--- src/rtl/trpu_pkg.sv ---
// shared constants and types of the tga rle pixel unpacker
package trpu_pkg;

   localparam int MAX_WIDTH_DEFAULT  = 4096;
   localparam int MAX_HEIGHT_DEFAULT = 4096;

   localparam int BYTE_W      = 8;
   localparam int CFG_W       = 13;
   localparam int CSR_INDEX_W = 3;
   localparam int ARGB_W      = 32;
   localparam int ADDR_W      = 24;
   localparam int REP_W       = 8;
   localparam int PHASE_W     = 3;

   localparam logic [CSR_INDEX_W-1:0] CSR_IMAGE_WIDTH   = 3'd0;
   localparam logic [CSR_INDEX_W-1:0] CSR_IMAGE_HEIGHT  = 3'd1;
   localparam logic [CSR_INDEX_W-1:0] CSR_ALPHA_PRESENT = 3'd2;
   localparam logic [CSR_INDEX_W-1:0] CSR_RLE_MODE      = 3'd3;
   localparam logic [CSR_INDEX_W-1:0] CSR_TOP_DOWN      = 3'd4;

   // byte phase codes of the packet and pixel state machine
   localparam logic [PHASE_W-1:0] PH_HEADER = 3'd0;
   localparam logic [PHASE_W-1:0] PH_BLUE   = 3'd1;
   localparam logic [PHASE_W-1:0] PH_GREEN  = 3'd2;
   localparam logic [PHASE_W-1:0] PH_RED    = 3'd3;
   localparam logic [PHASE_W-1:0] PH_ALPHA  = 3'd4;

   localparam logic [BYTE_W-1:0] ALPHA_DEFAULT = 8'hff;

   typedef struct packed {
      logic alpha_present;
      logic rle_mode;
      logic top_down;
   } cfg_mode_type;

endpackage

--- src/rtl/tga_rle_pixel_unpacker_core.sv ---
// Unpacks a 24/32-bit TGA pixel byte stream, raw or run-length coded, into ARGB
// words with frame-buffer address, repeat count and end-of-image flag. One byte
// is taken every clock cycle when the result side does not stall, the per-byte
// state update closing within the state registers. Behind the input register a
// pixel result passes the pixel register of the packet and position state
// machine, then the result register after the address multiply. Runs that
// cross a row end are clipped, excess raw pixels of a packet are dropped, and
// rows are written bottom-up unless top_down is set. Configuration is to be
// written through the csr port while the block is idle; the user is bound to
// this, and the block itself does not enforce it.
module tga_rle_pixel_unpacker_core #(
   parameter int MAX_WIDTH  = trpu_pkg::MAX_WIDTH_DEFAULT,
   parameter int MAX_HEIGHT = trpu_pkg::MAX_HEIGHT_DEFAULT
) (
   input  logic                             clock,
   input  logic                             reset,
   input  logic                             req_valid,
   output logic                             req_stall,
   input  logic [trpu_pkg::BYTE_W-1:0]      req_data_byte,
   output logic                             rsp_valid,
   input  logic                             rsp_stall,
   output logic [trpu_pkg::ARGB_W-1:0]      rsp_pixel_argb,
   output logic [trpu_pkg::ADDR_W-1:0]      rsp_pixel_address,
   output logic [trpu_pkg::REP_W-1:0]       rsp_repeat_count,
   output logic                             rsp_image_done,
   input  logic                             csr_wr_en,
   input  logic [trpu_pkg::CSR_INDEX_W-1:0] csr_index,
   input  logic [trpu_pkg::CFG_W-1:0]       csr_wdata
);

   localparam int CW = $clog2(MAX_WIDTH + 1);
   localparam int HW = $clog2(MAX_HEIGHT + 1);
   localparam int RW = $clog2(MAX_HEIGHT);

   logic [CW-1:0]               cfg_width;
   logic [HW-1:0]               cfg_height;
   trpu_pkg::cfg_mode_type      cfg_mode;

   logic                        pix_valid;
   logic                        pix_stall;
   logic [trpu_pkg::ARGB_W-1:0] pix_argb;
   logic [RW-1:0]               pix_memrow;
   logic [CW-1:0]               pix_column;
   logic [trpu_pkg::REP_W-1:0]  pix_rep;
   logic                        pix_done;

   trpu_cfg #(
      .MAX_WIDTH  (MAX_WIDTH),
      .MAX_HEIGHT (MAX_HEIGHT)
   ) u_cfg (
      .clock      (clock),
      .reset      (reset),
      .csr_wr_en  (csr_wr_en),
      .csr_index  (csr_index),
      .csr_wdata  (csr_wdata),
      .cfg_width  (cfg_width),
      .cfg_height (cfg_height),
      .cfg_mode   (cfg_mode)
   );

   trpu_decode #(
      .MAX_WIDTH  (MAX_WIDTH),
      .MAX_HEIGHT (MAX_HEIGHT)
   ) u_decode (
      .clock         (clock),
      .reset         (reset),
      .req_valid     (req_valid),
      .req_stall     (req_stall),
      .req_data_byte (req_data_byte),
      .cfg_width     (cfg_width),
      .cfg_height    (cfg_height),
      .cfg_mode      (cfg_mode),
      .pix_valid     (pix_valid),
      .pix_stall     (pix_stall),
      .pix_argb      (pix_argb),
      .pix_memrow    (pix_memrow),
      .pix_column    (pix_column),
      .pix_rep       (pix_rep),
      .pix_done      (pix_done)
   );

   trpu_addr #(
      .MAX_WIDTH  (MAX_WIDTH),
      .MAX_HEIGHT (MAX_HEIGHT)
   ) u_addr (
      .clock             (clock),
      .reset             (reset),
      .cfg_width         (cfg_width),
      .pix_valid         (pix_valid),
      .pix_stall         (pix_stall),
      .pix_argb          (pix_argb),
      .pix_memrow        (pix_memrow),
      .pix_column        (pix_column),
      .pix_rep           (pix_rep),
      .pix_done          (pix_done),
      .rsp_valid         (rsp_valid),
      .rsp_stall         (rsp_stall),
      .rsp_pixel_argb    (rsp_pixel_argb),
      .rsp_pixel_address (rsp_pixel_address),
      .rsp_repeat_count  (rsp_repeat_count),
      .rsp_image_done    (rsp_image_done)
   );

endmodule

--- src/rtl/trpu_cfg.sv ---
// configuration registers, holding the clamped image size and the mode bits
module trpu_cfg #(
   parameter int MAX_WIDTH  = trpu_pkg::MAX_WIDTH_DEFAULT,
   parameter int MAX_HEIGHT = trpu_pkg::MAX_HEIGHT_DEFAULT,
   localparam int CW = $clog2(MAX_WIDTH + 1),
   localparam int HW = $clog2(MAX_HEIGHT + 1)
) (
   input  logic                               clock,
   input  logic                               reset,
   input  logic                               csr_wr_en,
   input  logic [trpu_pkg::CSR_INDEX_W-1:0]   csr_index,
   input  logic [trpu_pkg::CFG_W-1:0]         csr_wdata,
   output logic [CW-1:0]                      cfg_width,
   output logic [HW-1:0]                      cfg_height,
   output trpu_pkg::cfg_mode_type             cfg_mode
);

   logic [CW-1:0]          width_ff, width_in;
   logic [HW-1:0]          height_ff, height_in;
   trpu_pkg::cfg_mode_type mode_ff, mode_in;

   // zero reads as one, oversize saturates
   always_comb begin
      if (csr_wdata == '0) begin
         width_in  = CW'(1);
         height_in = HW'(1);
      end else begin
         width_in  = (32'(csr_wdata) > 32'(MAX_WIDTH)) ? CW'(MAX_WIDTH) : CW'(csr_wdata);
         height_in = (32'(csr_wdata) > 32'(MAX_HEIGHT)) ? HW'(MAX_HEIGHT) : HW'(csr_wdata);
      end
      mode_in = mode_ff;
      case (csr_index)
         trpu_pkg::CSR_ALPHA_PRESENT: mode_in.alpha_present = csr_wdata[0];
         trpu_pkg::CSR_RLE_MODE:      mode_in.rle_mode      = csr_wdata[0];
         trpu_pkg::CSR_TOP_DOWN:      mode_in.top_down      = csr_wdata[0];
         default: mode_in = mode_ff;
      endcase
   end

   always_ff @(posedge clock) begin
      if (reset) begin
         width_ff  <= CW'(1);
         height_ff <= HW'(1);
         mode_ff   <= '{alpha_present: 1'b0, rle_mode: 1'b1, top_down: 1'b0};
      end else if (csr_wr_en) begin
         if (csr_index == trpu_pkg::CSR_IMAGE_WIDTH) begin
            width_ff <= width_in;
         end
         if (csr_index == trpu_pkg::CSR_IMAGE_HEIGHT) begin
            height_ff <= height_in;
         end
         mode_ff <= mode_in;
      end
   end

   assign cfg_width  = width_ff;
   assign cfg_height = height_ff;
   assign cfg_mode   = mode_ff;

endmodule

--- src/rtl/trpu_decode.sv ---
// byte input register, packet and pixel state machine, and the pixel stage register
module trpu_decode #(
   parameter int MAX_WIDTH  = trpu_pkg::MAX_WIDTH_DEFAULT,
   parameter int MAX_HEIGHT = trpu_pkg::MAX_HEIGHT_DEFAULT,
   localparam int CW = $clog2(MAX_WIDTH + 1),
   localparam int HW = $clog2(MAX_HEIGHT + 1),
   localparam int RW = $clog2(MAX_HEIGHT)
) (
   input  logic                             clock,
   input  logic                             reset,
   input  logic                             req_valid,
   output logic                             req_stall,
   input  logic [trpu_pkg::BYTE_W-1:0]      req_data_byte,
   input  logic [CW-1:0]                    cfg_width,
   input  logic [HW-1:0]                    cfg_height,
   input  trpu_pkg::cfg_mode_type           cfg_mode,
   output logic                             pix_valid,
   input  logic                             pix_stall,
   output logic [trpu_pkg::ARGB_W-1:0]      pix_argb,
   output logic [RW-1:0]                    pix_memrow,
   output logic [CW-1:0]                    pix_column,
   output logic [trpu_pkg::REP_W-1:0]       pix_rep,
   output logic                             pix_done
);

   localparam int XW = (CW > trpu_pkg::REP_W) ? CW : trpu_pkg::REP_W;
   localparam logic [trpu_pkg::REP_W-1:0] PACKET_MAX = 8'd128;

   typedef struct packed {
      logic [RW-1:0] row;
      logic [CW-1:0] col;
      logic          full;
   } pos_type;

   typedef struct packed {
      pos_type                    pos;
      logic                       fire;
      logic [RW-1:0]              memrow;
      logic [CW-1:0]              col;
      logic [trpu_pkg::REP_W-1:0] rep;
      logic                       done;
   } emit_type;

   function automatic pos_type next_row(pos_type p, logic [HW-1:0] h);
      pos_type     q;
      logic [RW:0] r1;
      r1    = (RW+1)'(p.row) + (RW+1)'(1);
      q.col = '0;
      q.full = 1'b0;
      q.row = (r1 >= (RW+1)'(h)) ? '0 : r1[RW-1:0];
      return q;
   endfunction

   function automatic emit_type emit_px(pos_type p, logic [trpu_pkg::REP_W-1:0] count,
                                        logic [CW-1:0] w, logic [HW-1:0] h, logic top);
      emit_type                   e;
      pos_type                    q;
      logic [CW-1:0]              rem;
      logic [XW-1:0]              rem_x;
      logic [trpu_pkg::REP_W-1:0] rep;
      logic [CW-1:0]              col_n;
      logic [RW:0]                hm1;
      q   = p;
      hm1 = (RW+1)'(h) - (RW+1)'(1);
      // height shrunk below the current row
      if ((RW+1)'(q.row) >= (RW+1)'(h)) begin
         q.row  = '0;
         q.col  = '0;
         q.full = 1'b0;
      end
      e.fire   = 1'b0;
      e.memrow = top ? q.row : (hm1[RW-1:0] - q.row);
      e.col    = q.col;
      e.rep    = '0;
      e.done   = 1'b0;
      rem      = w - q.col;
      rem_x    = XW'(rem);
      // clip the run to what is left of the row
      rep      = (XW'(count) < rem_x) ? count : rem_x[trpu_pkg::REP_W-1:0];
      col_n    = q.col + CW'(rep);
      if (q.full || (q.col >= w)) begin
         q.full = 1'b1;
      end else begin
         e.fire = 1'b1;
         e.rep  = rep;
         e.done = (col_n == w) && ((RW+1)'(q.row) == hm1);
         q.col  = col_n;
         if (col_n == w) begin
            q.full = 1'b1;
         end
      end
      e.pos = q;
      return e;
   endfunction

   logic                           in_v_ff;
   logic [trpu_pkg::BYTE_W-1:0]    in_byte_ff;

   logic [trpu_pkg::PHASE_W-1:0]   phase_ff, phase_in;
   logic [trpu_pkg::REP_W-1:0]     left_ff, left_in;
   logic                           run_ff, run_in;
   logic [trpu_pkg::BYTE_W-1:0]    blue_ff, blue_in;
   logic [trpu_pkg::BYTE_W-1:0]    green_ff, green_in;
   logic [trpu_pkg::BYTE_W-1:0]    red_ff, red_in;
   pos_type                        pos_ff, pos_in;

   logic                           s1_v_ff;
   logic [trpu_pkg::ARGB_W-1:0]    s1_argb_ff;
   logic [RW-1:0]                  s1_memrow_ff;
   logic [CW-1:0]                  s1_col_ff;
   logic [trpu_pkg::REP_W-1:0]     s1_rep_ff;
   logic                           s1_done_ff;

   emit_type                       em;
   logic [trpu_pkg::ARGB_W-1:0]    argb;
   logic                           s1_free;
   logic                           consume;

   assign s1_free   = !s1_v_ff || !pix_stall;
   assign consume   = in_v_ff && s1_free;
   assign req_stall = in_v_ff && !s1_free;

   always_comb begin
      logic                        complete;
      logic [trpu_pkg::BYTE_W-1:0] alpha;
      logic [trpu_pkg::REP_W-1:0]  count;
      logic [trpu_pkg::BYTE_W-1:0] b;
      b        = in_byte_ff;
      phase_in = (phase_ff > trpu_pkg::PH_ALPHA) ? trpu_pkg::PH_HEADER : phase_ff;
      pos_in   = pos_ff;
      left_in  = left_ff;
      run_in   = run_ff;
      blue_in  = blue_ff;
      green_in = green_ff;
      red_in   = red_ff;
      alpha    = trpu_pkg::ALPHA_DEFAULT;
      complete = 1'b0;
      count    = trpu_pkg::REP_W'(1);
      em       = '0;
      case (phase_in)
         trpu_pkg::PH_HEADER: begin
            if (pos_in.full) begin
               pos_in = next_row(pos_in, cfg_height);
            end
            if (cfg_mode.rle_mode) begin
               run_in   = b[7];
               left_in  = {1'b0, b[6:0]} + trpu_pkg::REP_W'(1);
               phase_in = trpu_pkg::PH_BLUE;
            end else begin
               left_in  = '0;
               run_in   = 1'b0;
               blue_in  = b;
               phase_in = trpu_pkg::PH_GREEN;
            end
         end
         trpu_pkg::PH_BLUE: begin
            blue_in  = b;
            phase_in = trpu_pkg::PH_GREEN;
         end
         trpu_pkg::PH_GREEN: begin
            green_in = b;
            phase_in = trpu_pkg::PH_RED;
         end
         trpu_pkg::PH_RED: begin
            red_in = b;
            if (cfg_mode.alpha_present) begin
               phase_in = trpu_pkg::PH_ALPHA;
            end else begin
               complete = 1'b1;
            end
         end
         trpu_pkg::PH_ALPHA: begin
            alpha    = b;
            complete = 1'b1;
         end
         default: phase_in = trpu_pkg::PH_HEADER;
      endcase
      argb = {alpha, red_in, green_in, blue_in};
      if (complete) begin
         if (!cfg_mode.rle_mode) begin
            left_in = '0;
            run_in  = 1'b0;
            if (pos_in.full) begin
               pos_in = next_row(pos_in, cfg_height);
            end
            em     = emit_px(pos_in, count, cfg_width, cfg_height, cfg_mode.top_down);
            pos_in = em.pos;
            if (pos_in.full) begin
               pos_in = next_row(pos_in, cfg_height);
            end
            phase_in = trpu_pkg::PH_HEADER;
         end else begin
            if (run_in) begin
               count   = (left_in != '0) ? left_in : trpu_pkg::REP_W'(1);
               em      = emit_px(pos_in, count, cfg_width, cfg_height, cfg_mode.top_down);
               pos_in  = em.pos;
               left_in = '0;
            end else begin
               em     = emit_px(pos_in, count, cfg_width, cfg_height, cfg_mode.top_down);
               pos_in = em.pos;
               if (left_in != '0) begin
                  left_in = left_in - trpu_pkg::REP_W'(1);
               end
            end
            if (left_in == '0) begin
               if (pos_in.full) begin
                  pos_in = next_row(pos_in, cfg_height);
               end
               run_in   = 1'b0;
               phase_in = trpu_pkg::PH_HEADER;
            end else begin
               phase_in = trpu_pkg::PH_BLUE;
            end
         end
      end
   end

   always_ff @(posedge clock) begin
      if (reset) begin
         in_v_ff <= 1'b0;
      end else if (!req_stall) begin
         in_v_ff <= req_valid;
      end
      if (req_valid && !req_stall) begin
         in_byte_ff <= req_data_byte;
      end
   end

   always_ff @(posedge clock) begin
      if (reset) begin
         phase_ff <= trpu_pkg::PH_HEADER;
         left_ff  <= '0;
         run_ff   <= 1'b0;
         pos_ff   <= '0;
      end else if (consume) begin
         phase_ff <= phase_in;
         left_ff  <= left_in;
         run_ff   <= run_in;
         pos_ff   <= pos_in;
      end
      if (consume) begin
         blue_ff  <= blue_in;
         green_ff <= green_in;
         red_ff   <= red_in;
      end
   end

   always_ff @(posedge clock) begin
      if (reset) begin
         s1_v_ff <= 1'b0;
      end else if (s1_free) begin
         s1_v_ff <= consume && em.fire;
      end
      if (consume && em.fire) begin
         s1_argb_ff   <= argb;
         s1_memrow_ff <= em.memrow;
         s1_col_ff    <= em.col;
         s1_rep_ff    <= em.rep;
         s1_done_ff   <= em.done;
      end
   end

   assign pix_valid  = s1_v_ff;
   assign pix_argb   = s1_argb_ff;
   assign pix_memrow = s1_memrow_ff;
   assign pix_column = s1_col_ff;
   assign pix_rep    = s1_rep_ff;
   assign pix_done   = s1_done_ff;

   a_left_range: assert property (@(posedge clock) disable iff (reset)
      left_ff <= PACKET_MAX)
      else $error("packet count beyond a full packet");

   a_rep_in_row: assert property (@(posedge clock) disable iff (reset)
      s1_v_ff |-> (s1_rep_ff != '0) &&
                  ((XW+1)'(s1_col_ff) + (XW+1)'(s1_rep_ff) <= (XW+1)'(cfg_width)))
      else $error("pixel span leaves the row");

   a_done_at_row_end: assert property (@(posedge clock) disable iff (reset)
      s1_v_ff && s1_done_ff |->
         ((XW+1)'(s1_col_ff) + (XW+1)'(s1_rep_ff) == (XW+1)'(cfg_width)))
      else $error("image end flagged before the row end");

   a_stage_hold: assert property (@(posedge clock) disable iff (reset)
      s1_v_ff && pix_stall |=> s1_v_ff && $stable(s1_col_ff) && $stable(s1_argb_ff))
      else $error("pixel stage lost a stalled transaction");

endmodule

--- src/rtl/trpu_addr.sv ---
// frame-buffer address multiply and the result register
module trpu_addr #(
   parameter int MAX_WIDTH  = trpu_pkg::MAX_WIDTH_DEFAULT,
   parameter int MAX_HEIGHT = trpu_pkg::MAX_HEIGHT_DEFAULT,
   localparam int CW = $clog2(MAX_WIDTH + 1),
   localparam int RW = $clog2(MAX_HEIGHT)
) (
   input  logic                             clock,
   input  logic                             reset,
   input  logic [CW-1:0]                    cfg_width,
   input  logic                             pix_valid,
   output logic                             pix_stall,
   input  logic [trpu_pkg::ARGB_W-1:0]      pix_argb,
   input  logic [RW-1:0]                    pix_memrow,
   input  logic [CW-1:0]                    pix_column,
   input  logic [trpu_pkg::REP_W-1:0]       pix_rep,
   input  logic                             pix_done,
   output logic                             rsp_valid,
   input  logic                             rsp_stall,
   output logic [trpu_pkg::ARGB_W-1:0]      rsp_pixel_argb,
   output logic [trpu_pkg::ADDR_W-1:0]      rsp_pixel_address,
   output logic [trpu_pkg::REP_W-1:0]       rsp_repeat_count,
   output logic                             rsp_image_done
);

   localparam int PW = RW + CW;

   logic                        out_v_ff;
   logic [trpu_pkg::ARGB_W-1:0] argb_ff;
   logic [trpu_pkg::ADDR_W-1:0] addr_ff, addr_in;
   logic [trpu_pkg::REP_W-1:0]  rep_ff;
   logic                        done_ff;
   logic [PW-1:0]               prod;
   logic [PW:0]                 sum;
   logic                        take;

   assign take      = !out_v_ff || !rsp_stall;
   assign pix_stall = !take;

   assign prod    = PW'(pix_memrow) * PW'(cfg_width);
   assign sum     = (PW+1)'(prod) + (PW+1)'(pix_column);
   assign addr_in = trpu_pkg::ADDR_W'(sum);

   always_ff @(posedge clock) begin
      if (reset) begin
         out_v_ff <= 1'b0;
      end else if (take) begin
         out_v_ff <= pix_valid;
      end
      if (take && pix_valid) begin
         argb_ff <= pix_argb;
         addr_ff <= addr_in;
         rep_ff  <= pix_rep;
         done_ff <= pix_done;
      end
   end

   assign rsp_valid         = out_v_ff;
   assign rsp_pixel_argb    = argb_ff;
   assign rsp_pixel_address = addr_ff;
   assign rsp_repeat_count  = rep_ff;
   assign rsp_image_done    = done_ff;

endmodule
--- config.mk ---
export PLATFORM = sky130hd
export DESIGN_NAME = tga_rle_pixel_unpacker_core
export DESIGN_NICKNAME = d
export VERILOG_FILES = /design/src/rtl/trpu_pkg.sv /design/src/rtl/tga_rle_pixel_unpacker_core.sv /design/src/rtl/trpu_cfg.sv /design/src/rtl/trpu_decode.sv /design/src/rtl/trpu_addr.sv
export SDC_FILE = /design/constraint.sdc
export NUM_CORES = 1
export LEC_CHECK = 0
export ABC_AREA = 0
export BUFFER_PORTS_ARGS = -buffer_cell sky130_fd_sc_hd__clkbuf_2
export CAP_MARGIN = 20
export CORE_ASPECT_RATIO = 1.5
export CORE_MARGIN = 4
export CORE_UTILIZATION = 40
export DETAILED_ROUTE_END_ITERATION = 10
export SYNTH_ARGS = -nofsm -noshare
export SYNTH_HDL_FRONTEND = slang
export SYNTH_SLANG_ARGS = --single-unit
--- constraint.sdc ---
create_clock -name clock -period 40.2 [get_ports clock]
set_input_delay 4.02 -clock clock [delete_from_list [all_inputs] [get_ports clock]]
set_output_delay 4.02 -clock clock [all_outputs]
set_load 0.05 [all_outputs]
== Word level (Yosys, flattened, before mapping) ==
Cells that the tools add are included.

* Word-level logic and storage cells: 184
* Input bits: 29
* Output and inout port bits: 67
* Bits in registers: 233

* Order comparisons: 14
* $mul: 1
* Eq/ne operators: 14
* Reduce and logical (&&, ||, !) cells: 28
* Add/sub/neg operators: 17
* Multiplexer cells: 82

{| class="wikitable"
|+ Operator list
! cell !! count
|-
| $mux W26 || 23
|-
| $mux W8 || 15
|-
| $mux W35 || 3
|-
| $ge A13 B13 Y1 || 7
|-
| $mux W12 || 7
|-
| $mux W13 || 5
|-
| $add A12 B1 Y13 const B || 4
|-
| $add A13 B8 Y13 || 3
|-
| $eq A12 B13 Y1 || 3
|-
| $eq A13 B13 Y1 || 3
|-
| $sub A13 B13 Y13 || 3
|-
| $sub A12 B12 Y12 || 3
|-
| $mux W9 || 3
|-
| $ge A12 B13 Y1 || 2
|-
| $lt A1 B13 Y1 const A || 2
|-
| $add A24 B13 Y24 || 1
|-
| $mul A12 B13 Y24 || 1
|-
| $mux W1 || 18
|-
| $pmux W8 S2 || 1
|-
| $pmux W3 S5 || 1
|-
| $gt A13 B13 Y1 const B || 1
|-
| $logic_not A13 Y1 || 1
|-
| $lt A8 B13 Y1 || 1
|-
| $sub A13 B1 Y13 const B || 1
|-
| 16 further kinds || 44
|}

== Logic depth before layout (Yosys ltp) ==
Gate-level depths: netlist of the first run.

* Depth in word-level cells: 27
* Gate-level depth with buffers: 59
* Depth with buffers taken out: 54

== By module ==
Synthesis of the first run repeated with hierarchy kept, for this count alone.

* Cells, all modules: 2976
* Area, all modules: 25663.4 um2

{| class="wikitable"
|+ By module, submodules not included
! module !! sequential area each (um2) !! cells an instance !! instances !! area an instance (um2)
|-
| trpu_decode || 3743.6 || 2092 || 1 || 16789.9
|-
| trpu_addr || 1971.9 || 741 || 1 || 7669.9
|-
| trpu_cfg || 580.6 || 143 || 1 || 1203.7
|}

== Worst setup path before layout of the first run ==
Ideal clock, no wire load.

* Path type: reg2reg
* Start: reg u_decode.pos_ff[19] in the netlist's numbering
* End: reg u_decode.s1_argb_ff, in the netlist u_decode.pix_argb[0] (enable)
* Setup time: 0.513 ns
* Clock period less this slack: 13.191 ns
* Path slack: 27.009 ns
* Arrival: 12.678 ns
* Cell stages (with the launch flop): 44
* Cells stage by stage: dfxtp_1 > clkbuf_1 > nand3_1 > nor3_1 > nand4_1 > xor2_1 > inv_1 > ha_1 > o21ai_0 > o221a_2 > o2111a_2 > o21ai_0 > nand2_1 > ha_1 > inv_1 > a2111oi_4 > nand4_1 > xnor2_1 > [8 not listed] > a2bb2oi_2 > o21ai_2 > nor3_1 > clkbuf_1 > buf_1 > nand2_1 > ha_1 > clkbuf_1 > or2_2 > o221ai_1 > o21bai_1 > o21ai_0 > a21oi_1 > o21bai_1 > a21oi_1 > a31oi_1 > nand2_1 > a21oi_1

* Longest elaborated chain between the ends: 21
* Elaborated cells on any way between the ends: 36

{| class="wikitable"
|+ Ends and longest elaborated chain
! item !! line !! RTL
|-
| from (decl) || trpu_decode.sv:105 || <nowiki>pos_type pos_ff, pos_in;</nowiki>
|-
| from (signal assigned) || trpu_decode.sv:239 || <nowiki>pos_ff <= pos_in;</nowiki>
|-
| $add A12 B1 Y13 || trpu_decode.sv:47 || <nowiki>r1 = (RW+1)'(p.row) + (RW+1)'(1);</nowiki>
|-
| $ge A13 B13 Y1 || trpu_decode.sv:50 || <nowiki>q.row = (r1 >= (RW+1)'(h)) ? '0 : r1[RW-1:0];</nowiki>
|-
| $mux W12 || trpu_decode.sv:50 ||
|-
| $mux W26 || trpu_decode.sv:142 || <nowiki>if (pos_in.full) begin</nowiki>
|-
| $mux W26 * || trpu_decode.sv:140 || <nowiki>case (phase_in)</nowiki>
|-
| $add A12 B1 Y13 || trpu_decode.sv:47 ||
|-
| $ge A13 B13 Y1 || trpu_decode.sv:50 ||
|-
| $mux W12 || trpu_decode.sv:50 ||
|-
| [5 not listed] || n/a ||
|-
| $mux W26 || trpu_decode.sv:180 || <nowiki>if (!cfg_mode.rle_mode) begin</nowiki>
|-
| $mux W26 || trpu_decode.sv:179 || <nowiki>if (complete) begin</nowiki>
|-
| $ge A13 B13 Y1 || trpu_decode.sv:81 || <nowiki>if (q.full || (q.col >= w)) begin</nowiki>
|-
| $logic_or A1 B1 Y1 || trpu_decode.sv:81 ||
|-
| $mux W1 || trpu_decode.sv:81 ||
|-
| $mux W35 * || trpu_decode.sv:180 ||
|-
| $mux W35 * || trpu_decode.sv:179 ||
|-
| $logic_and A1 B1 Y1 * || trpu_decode.sv:254 || <nowiki>if (consume && em.fire) begin</nowiki>
|-
| to (signal assigned) || trpu_decode.sv:255 || <nowiki>s1_argb_ff <= argb;</nowiki>
|-
| to (decl) || trpu_decode.sv:108 || <nowiki>logic [trpu_pkg::ARGB_W-1:0] s1_argb_ff;</nowiki>
|}

Mark *: on every way between the ends. The rest lies on a longest branch, timed or not. The select of a mux whose other input is x is not followed.
A chain may end at the register's enable or synchronous reset.

== Worst setup path after layout of the first run ==
* Start: reg u_decode.pos_ff[18] in the netlist's numbering
* End: reg u_decode.pos_ff[22] in the netlist's numbering

* Longest elaborated chain between the ends: 27
* Elaborated cells on any way between the ends: 66

{| class="wikitable"
|+ Ends and longest elaborated chain
! item !! line !! RTL
|-
| $add A12 B1 Y13 || trpu_decode.sv:47 ||
|-
| $ge A13 B13 Y1 || trpu_decode.sv:50 ||
|-
| $mux W12 || trpu_decode.sv:50 ||
|-
| $mux W26 || trpu_decode.sv:142 ||
|-
| $mux W26 * || trpu_decode.sv:140 ||
|-
| $add A12 B1 Y13 || trpu_decode.sv:47 ||
|-
| $ge A13 B13 Y1 || trpu_decode.sv:50 ||
|-
| $mux W12 || trpu_decode.sv:50 ||
|-
| [11 not listed] || n/a ||
|-
| $eq A13 B13 Y1 || trpu_decode.sv:88 || <nowiki>if (col_n == w) begin</nowiki>
|-
| $mux W1 || trpu_decode.sv:88 ||
|-
| $mux W1 || trpu_decode.sv:81 ||
|-
| $mux W1 || trpu_decode.sv:180 ||
|-
| $mux W1 || trpu_decode.sv:179 ||
|-
| $mux W26 || trpu_decode.sv:188 || <nowiki>if (pos_in.full) begin</nowiki>
|-
| $mux W26 || trpu_decode.sv:180 ||
|-
| $mux W26 * || trpu_decode.sv:179 ||
|}

Marked as above.

==> metrics.cfg, run 1 <==
[synthesis]
synth_cell_types = 107
ys_ff_latch = 233
ys_seq_area_share_pct = 25.9
synth-async-reset-ratio_pct = 0
synthesis.area_um2 = 24300
syn_area_per_cell_um2 = 8.76
synth_edf_count = 163
syn_inst = 2775
yosys_warnings = 0
synthFlopType = edfxtp_1

[route]
first_pass_iters = 6
vias = 21500
via_per_inst = 5.93
drtIter0Drc = 1779
wl_per_cell_um = 23.8
antenna_left = 0
wl_mm = 86.4
route.detailed.drc = 0

[timing]
min_period_ns = 15.21
drv_slew = 0
rsz0062_at_grt = false
slew_headroom_pct = 28.4
finalSetupViolCount = 0
timing.fmax_ghz = 0.0658
fin_tns_setup_ns = 0
layout_setup_ws_ns = 24.99
worst_pin_slew_ns = 1.07
finalClockSkew_ns = 0.0122
finalHoldViolations = 0
fin_crit_sh_pct = 37.8

[floorplanning]
die_area_um2 = 64800
num_rows = 110
core_um2 = 60100
initial_core_util_pct = 40.4
num_io_pins = 96
dieWidth_um = 209
die_y_um = 310

[clocking]
numCtsBuffers = 24
postCtsHoldBufs = 0
clk_latency_ns = 0.56
clockBufferDepth = 3
cts_setup_buffers = 0
clk_pin_slew_ns = 0.07
cts_root_buf = clkbuf_16
cts.sinks = 233
cts_resized = 0
cts_tree = built
htree_num_levels = 1

[worst_setup_path]
cp-end-kind = flip-flop
crit_type = flip-flop to flip-flop
r2r-end = u_decode.pos_ff[22]$_SDFFE_PP0P_
worstPathMaxFanout = 24
critPathBufInv = 3
slowest_delay_ns = 0.82
rrSetupSlack_ns = 24.99
worstSetupStartpointType = flip-flop
r2r_start = u_decode.pos_ff[18]$_SDFFE_PP0P_
path_delay_family = simple AND/OR/NAND/NOR gates
slowest_stage = nor4b_1
arrival_ns = 15.62
reg2regPathDepth = 51
critPathRequiredTime_ns = 40.61
cp_common_cell = ha_1
path_depth = 51

[global_routing]
globalRoute.totalOverflow = 0
grtUsageMet1_pct = 29.3
grt_pass1_wl_mm = 131
grt_usage_pct = 25.9
met2_usage_pct = 47.6
gr-usage-met3_pct = 2.51
antenna_found_initial = 1
grt_pass1_vias = 21800
grt_max_degree = 67
top_usage_layer = met2

[final_layout]
n_antenna_cell = 0
syn_to_final_growth_pct = 9.44
final_nets = 3211
final_cells = 3629
most-common-layout-cells = nand2_1 (328), inv_1 (245), ha_1 (227), a21oi_1 (180), nor2_1 (175)
drive_above_1_share_pct = 9.63
layout_commonest_cell = nand2_1

[job]
drv_cap = 0

[worst_hold_path]
min-delay-start = u_decode.pix_argb[19]$_DFFE_PP_
worstHoldEndpoint = u_addr.rsp_pixel_argb[19]$_DFFE_PP_
min_path_cells = 0
hold_path_class = flip-flop to flip-flop

[placed_design]
port_buffers = 95
place_hpwl_mm = 68.3
place_inst = 3583
place.gp.congestion = 0.988
pre_cts_ws_ns = 25.15

[run_status]
status = completed

[pwr]
power_density_nw_per_um2 = 26.7
power_leakage_nw = 11.1
power_uw = 711
vdd_drop_max_uv = 25.9

==> worst max-delay path by stage <==
stage | start | endpoint | slack, ns
after floorplan | u_decode.pos_ff[19]$_SDFFE_PP0P_ | u_decode.pix_argb[0]$_DFFE_PP_ | 27.01
after global placement | u_decode.pos_ff[18]$_SDFFE_PP0P_ | u_decode.pos_ff[20]$_SDFFE_PP0P_ | 25.61
after detailed placement | u_decode.pos_ff[18]$_SDFFE_PP0P_ | u_decode.pos_ff[22]$_SDFFE_PP0P_ | 25.15
after CTS | u_decode.pos_ff[18]$_SDFFE_PP0P_ | u_decode.pos_ff[22]$_SDFFE_PP0P_ | 25.09
after global routing | u_decode.pos_ff[18]$_SDFFE_PP0P_ | u_decode.pos_ff[22]$_SDFFE_PP0P_ | 24.17
final | u_decode.pos_ff[18]$_SDFFE_PP0P_ | u_decode.pos_ff[22]$_SDFFE_PP0P_ | 24.99
==> final cells by class <==
class,count,area (µm²)
Tap cell,784,981
Timing Repair Buffer,145,855
Clock buffer,25,604
Sequential cell,233,6300
Multi-Input combinational cell,2174,16600
Fill cell,5921,33600
Inverter,249,935
Clock inverter,19,298
==> synthesized netlist by cell type (12+ instances only) <==
library cell,number,area [µm²]
a31oi_1,37,231
clkbuf_1,110,413
or3_1,18,113
fa_1,128,2560
inv_1,245,920
nand2_1,328,1230
xnor2_1,99,867
o211ai_1,21,158
o21ai_0,82,410
o31ai_1,14,105
and2_1,79,494
mux2i_1,23,230
o21bai_1,12,90.1
mux2_2,28,315
a21o_1,42,315
nor3_1,68,340
o21a_1,35,263
edfxtp_1,163,4890
nor4_1,17,106
nand3_1,69,345
or2_2,13,81.3
a21oi_1,182,911
a211oi_1,39,293
ha_1,227,2840
nand4_1,40,250
dfxtp_1,70,1400
xor2_1,55,482
buf_2,16,80.1
nor2b_1,29,181
a211o_1,13,114
nor2_1,176,661
nand2b_1,29,181
and3_1,30,188
==> cells by family after synthesis <==
family          synth area share (%)
compound gates                  17.8
xor+xnor                        5.93
fa+ha+maj                       22.2
buf+inv                         6.05
flops                           25.9
mux                             2.89
other cells                   0.0154
simple gates                    19.1
==> per-layer routing <==
| metal | up-vias | wire, µm |
|---|---|---|
| li1 | 9979 | - |
| met1 | 10600 | 32800 |
| met2 | 755 | 43900 |
| met3 | 224 | 3750 |
| met4 | 0 | 5820 |
| met5 | - | 0 |
==> report_power, final <==
| group | switching (mW) | internal (mW) | leakage (nW) |
|---|---|---|---|
| Sequential | 0.00472 | 0.259 | 2.01 |
| Clock | 0.103 | 0.155 | 0.434 |
| Combinational | 0.121 | 0.0679 | 8.63 |
| Total | 0.229 | 0.482 | 11.1 |
==> metrics by stage <==
step / area [µm²] / utilization (%) / hold slack, ns
after floorplan: 24400 / - / 0.400
after global placement: 25700 / 42.7 / 0.400
after detailed placement: 25700 / 42.7 / 0.405
after CTS: 26600 / 44.2 / 0.421
after global routing: 26600 / 44.2 / 0.423
final: 26600 / 44.2 / 0.419
==> sequential cells by signal, indices dropped and copies added, names as in the netlist, 8 cells and up <==
signal and count:
u_addr.rsp_pixel_address 24, u_addr.rsp_pixel_argb 32, u_addr.rsp_repeat_count 8, u_cfg.cfg_height 13
u_cfg.cfg_width 13, u_decode.blue_ff 8, u_decode.green_ff 8, u_decode.in_byte_ff 8
u_decode.left_ff 8, u_decode.pix_argb 32, u_decode.pix_column 13, u_decode.pix_memrow 12
u_decode.pix_rep 8, u_decode.pos_ff 26, u_decode.red_ff 8
(Power assumes the default switching activity.)
==> run 2, diff against run 1 <==
clock period = 12.29 ns   (was 40.2 ns; I/O delays follow)
==> metrics.cfg, run 2 (synthesis gave the netlist of run 1 again) <==
[final_layout]
n_antenna_cell = 0  ; unchanged
layout_commonest_cell = nand2_1  ; unchanged
final_nets = 3405  ; was 3211
fill_cells = 5834  ; was 5921
most-common-layout-cells = nand2_1 (326), inv_1 (245), buf_4 (238), ha_1 (223), a21oi_1 (173)  ; was nand2_1 (328), inv_1 (245), ha_1 (227), a21oi_1 (180), nor2_1 (175)
final_cells = 3824  ; was 3629
register_area_um2 = 6310  ; was 6300 µm²
drive_above_1_share_pct = 17.5  ; was 9.63%
syn_to_final_growth_pct = 16.3  ; was 9.44%
fin_util_pct = 47.0  ; was 44.2%
multiInputGateArea_um2 = 16900  ; was 16600 µm²

[worst_hold_path]
worstHoldEndpoint = u_addr.rsp_pixel_argb[12]$_DFFE_PP_  ; was u_addr.rsp_pixel_argb[19]$_DFFE_PP_
hold_path_class = flip-flop to flip-flop  ; unchanged
min_path_cells = 0  ; unchanged
min-delay-start = u_decode.pix_argb[12]$_DFFE_PP_  ; was u_decode.pix_argb[19]$_DFFE_PP_

[clocking]
clk_pin_slew_ns = 0.07  ; about the same
clk_latency_ns = 0.58  ; was 0.56 ns
cts_root_buf = clkbuf_16  ; unchanged
clockBufferDepth = 3  ; unchanged
numCtsBuffers = 25  ; was 24
cts_tree = built  ; unchanged
postCtsHoldBufs = 0  ; unchanged
htree_num_levels = 1  ; unchanged
cts.sinks = 233  ; unchanged

[timing]
fin_crit_sh_pct = 96.4  ; was 37.8%
min_period_ns = 11.85  ; was 15.21 ns
timing.fmax_ghz = 0.0844  ; was 0.0658 GHz
drv_slew = 0  ; unchanged
fin_tns_setup_ns = 0  ; unchanged
finalHoldViolations = 0  ; unchanged
finalClockSkew_ns = 0.0221  ; was 0.0122 ns
worst_pin_slew_ns = 1.06  ; was 1.07 ns
slew_headroom_pct = 28.7  ; was 28.4%
finalSetupViolCount = 0  ; unchanged

[worst_setup_path]
crit_type = flip-flop to flip-flop  ; unchanged
slowest_stage = or4_4  ; was nor4b_1
cp_common_cell = buf_4  ; was ha_1
worstPathMaxFanout = 8  ; was 24
arrival_ns = 12.31  ; was 15.62 ns
reg2regPathDepth = 52  ; was 51
cp-end-kind = flip-flop  ; unchanged
worstSetupStartpointType = flip-flop  ; unchanged
slowest_delay_ns = 0.58  ; was 0.82 ns
rrSetupSlack_ns = 0.44  ; was 24.99 ns
r2r-end = u_decode.pos_ff[18]$_SDFFE_PP0P_  ; was u_decode.pos_ff[22]$_SDFFE_PP0P_
critPathRequiredTime_ns = 12.75  ; was 40.61 ns
r2r_start = u_decode.pos_ff[15]$_SDFFE_PP0P_  ; was u_decode.pos_ff[18]$_SDFFE_PP0P_

[route]
wl_per_cell_um = 24.0  ; was 23.8 µm
route.detailed.drc = 0  ; unchanged
wl_mm = 91.6  ; was 86.4 mm
drtIter0Drc = 1669  ; was 1779
antenna_left = 0  ; unchanged
via_per_inst = 5.85  ; was 5.93
first_pass_iters = 6  ; unchanged
vias = 22400  ; was 21500

[run_status]
status = completed  ; unchanged

[floorplanning]
num_rows = 110  ; unchanged
dieWidth_um = 209  ; unchanged
die_y_um = 310  ; unchanged
core_um2 = 60100  ; unchanged
num_io_pins = 96  ; unchanged
initial_core_util_pct = 40.4  ; unchanged
die_area_um2 = 64800  ; unchanged

[job]
drv_cap = 0  ; unchanged

[placed_design]
place_hpwl_mm = 73.0  ; was 68.3 mm
port_buffers = 95  ; unchanged
place.gp.congestion = 1.02  ; was 0.988
place_inst = 3768  ; was 3583

[global_routing]
grt_pass1_wl_mm = 137  ; was 131 mm
grt_max_degree = 66  ; was 67
globalRoute.totalOverflow = 0  ; unchanged
grt_usage_pct = 27.4  ; was 25.9%
grt_pass1_vias = 23200  ; was 21800
antenna_found_initial = 0  ; was 1

[pwr]
vdd_drop_max_uv = 92.2  ; was 25.9 µV
power_density_nw_per_um2 = 82.2  ; was 26.7 nW/µm²
power_leakage_nw = 12.1  ; was 11.1 nW
power_mw = 2.32  ; was 711 µW

==> run 2: changes by cell type in the layout (fill, tap and decap cells not counted), sizes merged <==
cell,before,now
buf,49,243
inv,248,256
bufinv,7,1
clkinv,12,9
clkbuf,121,122
clkinvlp,1,2
==> run 2: worst max-delay path by stage <==
| stage | start | end | slack, ns | cells past startpoint |
|---|---|---|---|---|
| final | u_decode.pos_ff[15]$_SDFFE_PP0P_ | u_decode.pos_ff[18]$_SDFFE_PP0P_ | 0.44 | 52 |
| after global routing | u_decode.pos_ff[15]$_SDFFE_PP0P_ | u_decode.pos_ff[18]$_SDFFE_PP0P_ | -0.14 | 55 |
| after CTS | u_decode.pos_ff[15]$_SDFFE_PP0P_ | u_decode.pos_ff[16]$_SDFFE_PP0P_ | 0.04 | 56 |
| after detailed placement | u_decode.pos_ff[15]$_SDFFE_PP0P_ | u_decode.pos_ff[17]$_SDFFE_PP0P_ | -0.08 | 56 |
| after global placement | u_decode.pos_ff[15]$_SDFFE_PP0P_ | u_decode.pos_ff[17]$_SDFFE_PP0P_ | 0.05 | 56 |
| after floorplan | u_decode.pos_ff[19]$_SDFFE_PP0P_ | u_decode.pos_ff[9]$_SDFFE_PP0P_ | 0.04 | 56 |
==> run 2: power by group <==
group / leakage (nW) / switching [mW] / total [mW] / internal [mW]
Sequential: 2.02 / 0.0149 / 0.862 / 0.847
Combinational: 9.64 / 0.413 / 0.681 / 0.268
Clock: 0.399 / 0.370 / 0.780 / 0.409
Total: 12.1 / 0.798 / 2.32 / 1.52
==> run 2: repair_timing <==
action,CTS,global route
gates resized for setup,7,69
pin swaps,0,42
buffers inserted,0,10
endpoints found under the setup margin,8,27
hold endpoints to repair,0,0
==> run 2: per-layer routing <==
layer	vias up	part of all wire, %	global-route usage (%)
met4	0	9.8	21.4
met5	-	0	0
met1	10800	36	29.4
met2	828	50	49.4
li1	10400	-	-
met3	327	4.5	2.58
==> run 2: layout make-up <==
cell class                 instances  area share, %
timing repair buffer             338           8.23
clock buffer                      27           2.24
multi-input combinational       2174           59.8
tap                              784           3.47
inverter                         249           3.31
sequential                       233           22.3
clock inverter                    19          0.646
==> run 2: critical path, delay by kind of cell (launching register included) <==
family	cells	cell delay, ns
adders and majority gates	6	1.84
AOI/OAI and AO/OA	23	5.44
and+or+nand+nor	12	2.27
DFF	1	0.37
xor gates and xnor gates	4	0.66
buffers and inverters	7	1.13
==> run 2: per-stage QoR <==
step | hold WS [ns] | setup WS [ns] | instance area [µm²]
finish | 0.408 | 0.442 | 28300
global route | 0.420 | -0.144 | 28300
CTS | 0.411 | 0.0434 | 27900
detailed placement | 0.405 | -0.0773 | 27100
global placement | 0.402 | 0.0472 | 27100
floorplan | 0.400 | 0.0395 | 24400
==> run 3, diff against run 2 <==
clock period = 14.1 ns   (was 12.29 ns; I/O delays follow)
==> metrics.cfg, run 3 (synthesis gave the netlist of run 1 again) <==
[worst_setup_path]
worstSetupStartpointType = flip-flop  ; unchanged
slowest_delay_ns = 0.68  ; was 0.58 ns
slowest_stage = dfxtp_1  ; was or4_4
critPathBufInv = 6  ; was 7
critPathRequiredTime_ns = 14.56  ; was 12.75 ns
worstPathMaxFanout = 12  ; was 8
arrival_ns = 13.84  ; was 12.31 ns
crit_type = flip-flop to flip-flop  ; unchanged
cp-end-kind = flip-flop  ; unchanged
rrSetupSlack_ns = 0.72  ; was 0.44 ns
cp_common_cell = ha_1  ; was buf_4
path_delay_family = compound AO/OA/AOI/OAI gates  ; unchanged

[timing]
finalSetupViolCount = 0  ; unchanged
fin_tns_setup_ns = 0  ; unchanged
timing.fmax_ghz = 0.0747  ; was 0.0844 GHz
rsz0062_at_grt = false
drv_slew = 0  ; unchanged
slew_headroom_pct = 26.0  ; was 28.7%
fin_crit_sh_pct = 94.9  ; was 96.4%
finalClockSkew_ns = 0.0176  ; was 0.0221 ns
worst_pin_slew_ns = 1.10  ; was 1.06 ns
min_period_ns = 13.38  ; was 11.85 ns
finalHoldViolations = 0  ; unchanged

[clocking]
numCtsBuffers = 24  ; was 25
cts_root_buf = clkbuf_16  ; unchanged
cts.sinks = 233  ; unchanged
clockBufferDepth = 3  ; unchanged
clk_pin_slew_ns = 0.07  ; about the same
clk_latency_ns = 0.56  ; was 0.58 ns
cts_tree = built  ; unchanged
htree_num_levels = 1  ; unchanged

[floorplanning]
dieWidth_um = 209  ; unchanged
num_rows = 110  ; unchanged
die_area_um2 = 64800  ; unchanged
die_y_um = 310  ; unchanged
core_um2 = 60100  ; unchanged
initial_core_util_pct = 40.4  ; unchanged
num_io_pins = 96  ; unchanged

[route]
via_per_inst = 5.96  ; was 5.85
vias = 21800  ; was 22400
drtIter0Drc = 1533  ; was 1669
wl_mm = 87.0  ; was 91.6 mm
wl_per_cell_um = 23.7  ; was 24.0 µm
first_pass_iters = 6  ; unchanged
antenna_left = 0  ; unchanged
route.detailed.drc = 0  ; unchanged

[final_layout]
layout_commonest_cell = nand2_1  ; unchanged
syn_to_final_growth_pct = 10.5  ; was 16.3%
final_area_um2 = 26800  ; was 28300 µm²
n_antenna_cell = 0  ; unchanged
fill_cells = 5926  ; was 5834
drive_above_1_share_pct = 11.2  ; was 17.5%
most-common-layout-cells = nand2_1 (327), inv_1 (245), ha_1 (225), a21oi_1 (178), nor2_1 (175)  ; was nand2_1 (326), inv_1 (245), buf_4 (238), ha_1 (223), a21oi_1 (173)
final_nets = 3247  ; was 3405
fin_util_pct = 44.6  ; was 47.0%

[global_routing]
globalRoute.totalOverflow = 0  ; unchanged
grt_usage_pct = 26.1  ; was 27.4%
grt_max_degree = 68  ; was 66
antenna_found_initial = 0  ; unchanged
grt_pass1_wl_mm = 132  ; was 137 mm
grt_pass1_vias = 22600  ; was 23200

[placed_design]
placed_cell_area_um2 = 25900  ; was 27100 µm²
place_hpwl_mm = 69.1  ; was 73.0 mm
port_buffers = 95  ; unchanged
place.gp.congestion = 1.00  ; was 1.02

[run_status]
status = completed  ; unchanged

[pwr]
power_mw = 1.98  ; was 2.32 mW
power_density_nw_per_um2 = 73.9  ; was 82.2 nW/µm²
power_leakage_nw = 11.2  ; was 12.1 nW
vdd_drop_max_uv = 77.2  ; was 92.2 µV

[worst_hold_path]
hold_path_class = flip-flop to flip-flop  ; unchanged

[job]
drv_cap = 0  ; unchanged

==> run 3: cell count changes in the layout (fill, tap and decap cells not counted), moves of 4 or more <==
cell,delta
buf_4,-152
a21oi_1,+5
a21oi_2,-5
dfxtp_1,+5
inv_6,-5
buf_6,-4
dfxtp_2,-4
o21ai_0,+4
==> run 3: per-layer routing <==
metal | GRT usage [%] | vias up | share of wire [%]
li1 | - | 10000 | -
met2 | 48.9 | 777 | 51
met5 | 0 | - | 0
met4 | 17.4 | 0 | 8.2
met3 | 2.23 | 291 | 4.4
met1 | 27.8 | 10700 | 36
==> run 3: repair_timing <==
item / CTS / global route
endpoints found under the hold margin: 0 / 0
hold buffers: 0 / 0
resized for setup: 0 / 15
endpoints found under the setup margin: 0 / 26
setup buffers: 0 / 2
==> run 3: cell type report <==
cell class	count	area [µm²]	share of cell area (%)
Tap cell	784	981	3.65
Timing Repair Buffer	181	1120	4.18
Sequential cell	233	6300	23.5
Clock inverter	14	141	0.527
Inverter	249	935	3.48
Multi-Input combinational cell	2174	16700	62.1
Clock buffer	30	687	2.56
==> run 3: path summary, 6_finish.rpt <==
check                                                          from                                  end  depth (start not counted)
worst min-delay path            u_decode.pix_argb[28]$_SDFFCE_PP1P_  u_addr.rsp_pixel_argb[28]$_DFFE_PP_                          0
worst max register to register     u_decode.pos_ff[17]$_SDFFE_PP0P_     u_decode.pos_ff[25]$_SDFFE_PP0P_                         56
worst max-delay path               u_decode.pos_ff[17]$_SDFFE_PP0P_     u_decode.pos_ff[25]$_SDFFE_PP0P_                         56
worst min register to register  u_decode.pix_argb[28]$_SDFFCE_PP1P_  u_addr.rsp_pixel_argb[28]$_DFFE_PP_                          0
==> run 3: metrics by stage <==
step / setup WS (ns) / instances / hold WS [ns]
floorplan: 0.909 / 2790 / 0.400
global route: 0.00743 / 3665 / 0.425
finish: 0.718 / 3665 / 0.417
detailed placement: 0.472 / 3618 / 0.405
global placement: 0.585 / 3618 / 0.401
CTS: 0.404 / 3662 / 0.419
==> run 3: report_power, final <==
group          internal [mW]  leakage, nW  switching [mW]
clock network          0.385        0.403           0.294
registers              0.738         2.01          0.0126
logic                  0.204         8.80           0.348
